<file path="src/rtl/dpb_pkg.sv">
// ----------------------------------------------------------------------------
// Depth pixel back-projection package
// Shared payload types, register indexes, reset values and stage controls.
// ----------------------------------------------------------------------------
package dpb_pkg;

   localparam int CSR_INDEX_WIDTH = 3;
   localparam int CSR_DATA_WIDTH  = 24;
   localparam int OFFSET_WIDTH    = 18;
   localparam int PROJ_WIDTH      = 46;

   localparam logic [CSR_INDEX_WIDTH-1:0] CSR_INV_DEPTH_SCALE = 3'd0;
   localparam logic [CSR_INDEX_WIDTH-1:0] CSR_CENTER_COL      = 3'd1;
   localparam logic [CSR_INDEX_WIDTH-1:0] CSR_CENTER_ROW      = 3'd2;
   localparam logic [CSR_INDEX_WIDTH-1:0] CSR_INV_FOCAL_X     = 3'd3;
   localparam logic [CSR_INDEX_WIDTH-1:0] CSR_INV_FOCAL_Y     = 3'd4;

   localparam logic [23:0] INV_DEPTH_SCALE_RESET = 24'd16777;
   localparam logic [15:0] CENTER_COL_RESET      = 16'd5120;
   localparam logic [15:0] CENTER_ROW_RESET      = 16'd3840;
   localparam logic [23:0] INV_FOCAL_X_RESET     = 24'd31957;
   localparam logic [23:0] INV_FOCAL_Y_RESET     = 24'd31957;

   typedef struct packed {
      logic [11:0] col;
      logic [11:0] row;
      logic [15:0] depth;
      logic [7:0]  blue;
      logic [7:0]  green;
      logic [7:0]  red;
   } req_type;

   typedef struct packed {
      logic [31:0]        forward;
      logic signed [31:0] lateral;
      logic signed [31:0] vertical;
      logic [7:0]         out_blue;
      logic [7:0]         out_green;
      logic [7:0]         out_red;
   } rsp_type;

   typedef struct packed {
      logic s2;
      logic s3;
      logic s4;
   } stage_en_type;

endpackage

</file>
<file path="src/rtl/dpb_axis.sv">
// ----------------------------------------------------------------------------
// Depth pixel back-projection, one image axis
// Scales a signed pixel offset by the forward distance and a reciprocal focal
// length over three register stages, with saturation to 32 bits.
// ----------------------------------------------------------------------------
module dpb_axis (
   input  logic                                      clock,
   input  dpb_pkg::stage_en_type                     stage_en,
   input  logic signed [dpb_pkg::OFFSET_WIDTH-1:0]   offset,
   input  logic [31:0]                               forward,
   input  logic [23:0]                               inv_focal,
   output logic signed [31:0]                        result
);

   localparam int PW = dpb_pkg::PROJ_WIDTH;

   logic signed [50:0]   scaled_prod;
   logic signed [PW-1:0] proj_in;
   logic signed [PW-1:0] proj_ff;

   logic signed [21:0]   proj_hi;
   logic signed [46:0]   hi_prod_in;
   logic signed [46:0]   hi_prod_ff;
   logic [47:0]          lo_prod;
   logic [23:0]          lo_part_in;
   logic [23:0]          lo_part_ff;

   logic signed [47:0]   sum;
   logic signed [31:0]   result_in;
   logic signed [31:0]   result_ff;

   assign scaled_prod = 51'(offset) * 51'($signed({1'b0, forward}));
   assign proj_in     = scaled_prod[PW+3:4];

   assign proj_hi    = proj_ff[PW-1:24];
   assign hi_prod_in = 47'(proj_hi) * 47'($signed({1'b0, inv_focal}));
   assign lo_prod    = {24'd0, proj_ff[23:0]} * {24'd0, inv_focal};
   assign lo_part_in = lo_prod[47:24];

   assign sum = 48'(hi_prod_ff) + $signed({24'd0, lo_part_ff});

   always_comb begin
      if (sum > 48'sd2147483647) begin
         result_in = 32'sh7FFF_FFFF;
      end else if (sum < -48'sd2147483648) begin
         result_in = 32'sh8000_0000;
      end else begin
         result_in = sum[31:0];
      end
   end

   always_ff @(posedge clock) begin
      if (stage_en.s2) begin
         proj_ff <= proj_in;
      end
      if (stage_en.s3) begin
         hi_prod_ff <= hi_prod_in;
         lo_part_ff <= lo_part_in;
      end
      if (stage_en.s4) begin
         result_ff <= result_in;
      end
   end

   assign result = result_ff;

endmodule

</file>
<file path="config.mk">
export PLATFORM = sky130hd
export DESIGN_NAME = dpb_axis
export DESIGN_NICKNAME = d
export VERILOG_FILES = /design/src/rtl/dpb_pkg.sv /design/src/rtl/dpb_axis.sv
export SDC_FILE = /design/constraint.sdc
export NUM_CORES = 2
export LEC_CHECK = 0
export ABC_CLOCK_PERIOD_IN_PS = 18300
export BUFFER_PORTS_ARGS = -buffer_cell sky130_fd_sc_hd__buf_4
export CORE_AREA = 4 4 593 301
export DETAILED_ROUTE_END_ITERATION = 10
export DIE_AREA = 0 0 597 305
export SYNTH_ARGS = -nofsm -noshare
export SYNTH_HDL_FRONTEND = slang
export SYNTH_SLANG_ARGS = --single-unit
export TNS_END_PERCENT = 5
</file>
<file path="constraint.sdc">
create_clock -name clock -period 18.3 [get_ports clock]
set_input_delay 3.66 -clock clock [delete_from_list [all_inputs] [get_ports clock]]
set_output_delay 3.66 -clock clock [all_outputs]
set_load 0.02 [all_outputs]
</file>
Word-level counts from Yosys, hierarchy flattened:

Index checks and enable logic that the tools add are counted.
Widths: inputs -> output; s select.

* bits in registers: 149
* input bits: 78
* word-level logic and storage cells: 11

* $add $sub $neg: 1
* multiply operators: 3
* magnitude comparators: 2
* multiplexer cells: 1

Operators with widths (number)
* $mul 18x33->50: 1
* $add 47x25->48: 1
* $gt 48x32->1 const B: 1
* $lt 48x32->1 const B: 1
* $mul 24x24->48: 1
* $mul 22x25->47: 1
* $mux 32: 1

Logic depth before layout (Yosys ltp):

* depth in word-level cells: 3
* mapped depth: 29
* gate-level depth less buffers: 27

Worst setup path before layout:

OpenSTA, ideal clock, no wires.

* path kind: input port to flip-flop
* start: input inv_focal[19]
* end: register hi_prod_ff[43], data pin
* setup time: 0.259 ns
* arrival time: 10.316 ns
* data required time: 18.041 ns
* slack: 7.725 ns
* cell stages on the path: 27
* buffers on the path: 2
* cell sequence: clkbuf_1 > clkbuf_1 > nand2_1 > fa_1 > inv_1 > fa_1 > inv_1 > fa_1 > inv_1 > fa_1 > fa_1 > fa_1 > inv_1 > fa_1 > inv_1 > ha_1 > a21oi_1 > nor2b_1 > o21ai_0 > o31ai_1 > or4_1 > o21ai_0 > a21oi_1 > or4_1 > a31o_2 > a21oi_1 > xnor2_1

* cells in the longest elaborated chain, start to end: 1

Ends and longest elaborated chain
* from (decl): line dpb_axis.sv:11 `input logic [23:0] inv_focal,`
* $mul 22x25->47: line dpb_axis.sv:36 `assign hi_prod_in = 47'(proj_hi) * 47'($signed({1'b0, inv_focal}));`
* via hi_prod_in[43]: line dpb_axis.sv:22 `logic signed [46:0] hi_prod_in;`
* to (signal assigned): line dpb_axis.sv:57 `hi_prod_ff <= hi_prod_in;`
* to (decl): line dpb_axis.sv:23 `logic signed [46:0] hi_prod_ff;`

The timed path passes the listed nets, and every way through them passes these cells.
A chain may end at the register's enable or synchronous reset.

Final worst setup path:

* start: input inv_focal[10]
* end: register hi_prod_ff[40], data pin

The elaborated chain is that of the path after synthesis.

==> summary.txt <==
Final layout
  – Commonest non-fill, non-tap cells in the layout: inv_1, fa_1, nand2_1
  – Layout cell share with drive strength beyond 1: 3.61%
  – Area grow syn2layout: 5.46%
  – Final core occ: 36.8%
  – Final net count: 8403
  – Layout Cells excl Fill: 8715
  – Commonest non-fill, non-tap cell in the layout: inv_1

Synth
  – Ys async rst share: 0%
  – Seq/Total Area, Yosys: 7.42%
  – Largest family of logic cells by synthesized area: adder cells
  – Synth warn: 0
  – Synth Instances: 6555
  – Adder and majority cell fraction of the synthesized area: 57.6%
  – Most area-consuming cells after synthesis: fa_1, ha_1, inv_1, edfxtp_1, and2_1
  – Post-synth EDFFs: 149
  – Syn Nets: 8571
  – Largest area contributor in the netlist: fa_1
  – Synth Area in Compound Gates: 4.79%
  – Post-synth top area share: 46.5%
  – Flops & latches, synth: 149
  – Post-synth top flop: edfxtp_1
  – Syn Area/Cell: 9.20 um^2
  – Mux contribution to synthesized area: 0.0373%
  – Yosys cell types: 77
  – Synth Area in XOR/XNOR: 2.12%
  – Synth Area in Simple Gates: 15.9%
  – Synth Cell Area: 0.0603 mm^2

STA
  – Fin Setup TNS: 0 ns
  – Worst-margin pin slew: 1.30 ns
  – Unrepaired setup endpoints after global routing: false
  – Pins over their slew limit: 0
  – Setup ws final: 7.44 ns
  – Fmax: 92.0 MHz
  – Final setup fails: 0
  – Tmin final: 10.86 ns
  – Hold Fails Final Rpt: 0
  – Worst rel slew slack: 13.1%
  – Fin crit share: 59.4%
  – Clock skew: 0.0327 ns

Routing
  – DRT iter0 DRCs: 2639
  – WL/cell: 17.8 um
  – # DRC: 0
  – Vias: 41913
  – Vias per cell: 4.81
  – Final WL: 156000 um
  – Detail Route Antenna Nets: 0
  – DR pass1 iterations: 6

CTS
  – Clock root buffer: clkbuf_16
  – Clk buf depth: 2
  – CTS buffer count: 17
  – Hold Buf Count CTS: 0
  – CTS Sinks: 149
  – # resized after CTS: 0
  – Skew-Pair Late Insertion Delay: 0.50 ns
  – Setup bufs post-CTS: 0
  – CTS clk-pin slew, worst paths: 0.07 ns
  – CTS tree: done
  – CTS H-tree depth: 4

Global route
  – First-pass GRT wire length: 252000 um
  – Number of global-route vias before repair: 44993
  – Initial antenna violation count: 10
  – Largest net degree at the start of global routing: 72
  – GR Util All Layers: 17.5%
  – Remaining Overflow, GRT: 0

Worst setup path
  – CP endpoint kind: flip-flop
  – CP startpoint kind: input pin
  – Cells on worst reg2reg path: 23
  – Worst path required time: 18.52 ns
  – Arrival time worst endpoint: 11.09 ns
  – R2R Setup Slk: 9.97 ns
  – Critical path class: input pin to flip-flop
  – Worst Path Max Fanout: 46

Floorplanning
  – Die Y: 305 um
  – I/O Pins: 110
  – Starting density of the core: 34.9%
  – Area of the die: 0.182 mm^2
  – CORE AREA: 0.173 mm^2
  – Chip Width: 597 um
  – Row count: 108

Outcome
  – Status: completed

Min path
  – Hold Path Class: flip-flop to flip-flop
  – Hold Path Stages: 2

Place
  – Post-Place Worst Slack: 7.00 ns
  – Dpl cells: 8678
  – HPWL Detailed: 120000 um
  – Final GP Congestion: 0.860
  – # port buffers: 109

Run
  – Number of max-cap violations: 0
## sequential cells by signal, summed over array words and instances (netlist names)
| name | flops |
|---|---|
| hi_prod_ff | 47 |
| proj_ff | 46 |
| result | 32 |
| lo_part_ff | 24 |
## logic make-up after synthesis
family,count (synthesis)
AO/OA/AOI/OAI,423
XOR/XNOR,146
adder cells (fa/ha/maj),1938
buffers and inverters,1929
flip-flops,149
multiplexers,2
AND/OR/NAND/NOR,1968
## per-stage QoR
step	area, um^2	hold slack, ns
floorplan	60300	0.593
global placement	63000	0.734
detailed placement	63000	0.731
CTS	63600	0.761
global route	63600	0.792
finish	63600	0.748
## synth_stat cells, drive strengths merged, types with 11 or more instances
cell type  instances
nor3              25
nand4             15
nand2b            49
nand3             23
a31oi             11
nor2b             39
o31ai             14
o21bai            20
xor2              48
xnor2             98
ha               538
and2             694
clkbuf           329
o21ai             67
nor2              64
a211oi            15
a21oi            157
inv             1595
and3              13
fa              1400
nand2           1010
edfxtp           149
o21a              11
a21o              71
## worst max-delay path: stages
cell,delay (ns)
buf_4,0.54
and2_1,0.25
fa_1,0.44
fa_1,0.52
inv_1,0.05
fa_1,0.45
fa_1,0.51
inv_1,0.05
fa_1,0.49
fa_1,0.50
inv_1,0.05
fa_1,0.47
inv_1,0.04
ha_1,0.34
nand2_1,0.10
nor2_1,0.19
nand2_1,0.08
a21oi_1,0.22
a2111oi_2,0.14
o31ai_2,0.47
a41oi_2,0.25
a2111oi_2,0.56
nor3_2,0.14
or3_1,0.39
o311ai_1,0.14
## per-layer routing
layer | vias to the layer above | part of all wire [%] | GRT usage [%]
met5 | - | 0.044 | 0
met4 | 10 | 1.2 | 2.79
met3 | 128 | 7.3 | 3.30
met2 | 1191 | 46 | 28.2
met1 | 21721 | 46 | 24.9
li1 | 18863 | - | -
## final timing paths
| path | from | end |
|---|---|---|
| setup / recovery | inv_focal[10] | hi_prod_ff[40] |
| hold / removal | hi_prod_ff[46] | result[31] |
| setup reg to reg | proj_ff[10] | lo_part_ff[19] |
| hold reg to reg | hi_prod_ff[46] | result[31] |
## layout make-up
type	count	area [um^2]
fillers	17659	109000
multi-input cells	4477	48600
inverters	1596	5990
flip-flops and latches	149	4470
well taps	2310	2890
repair buffers	146	1100
clock buffers	18	429
clock inverters	14	120
diodes	5	12.5
Power is left out: the tool's default activity adds up to more than one toggle a clock period on the data nets, which glitch-free logic cannot reach.
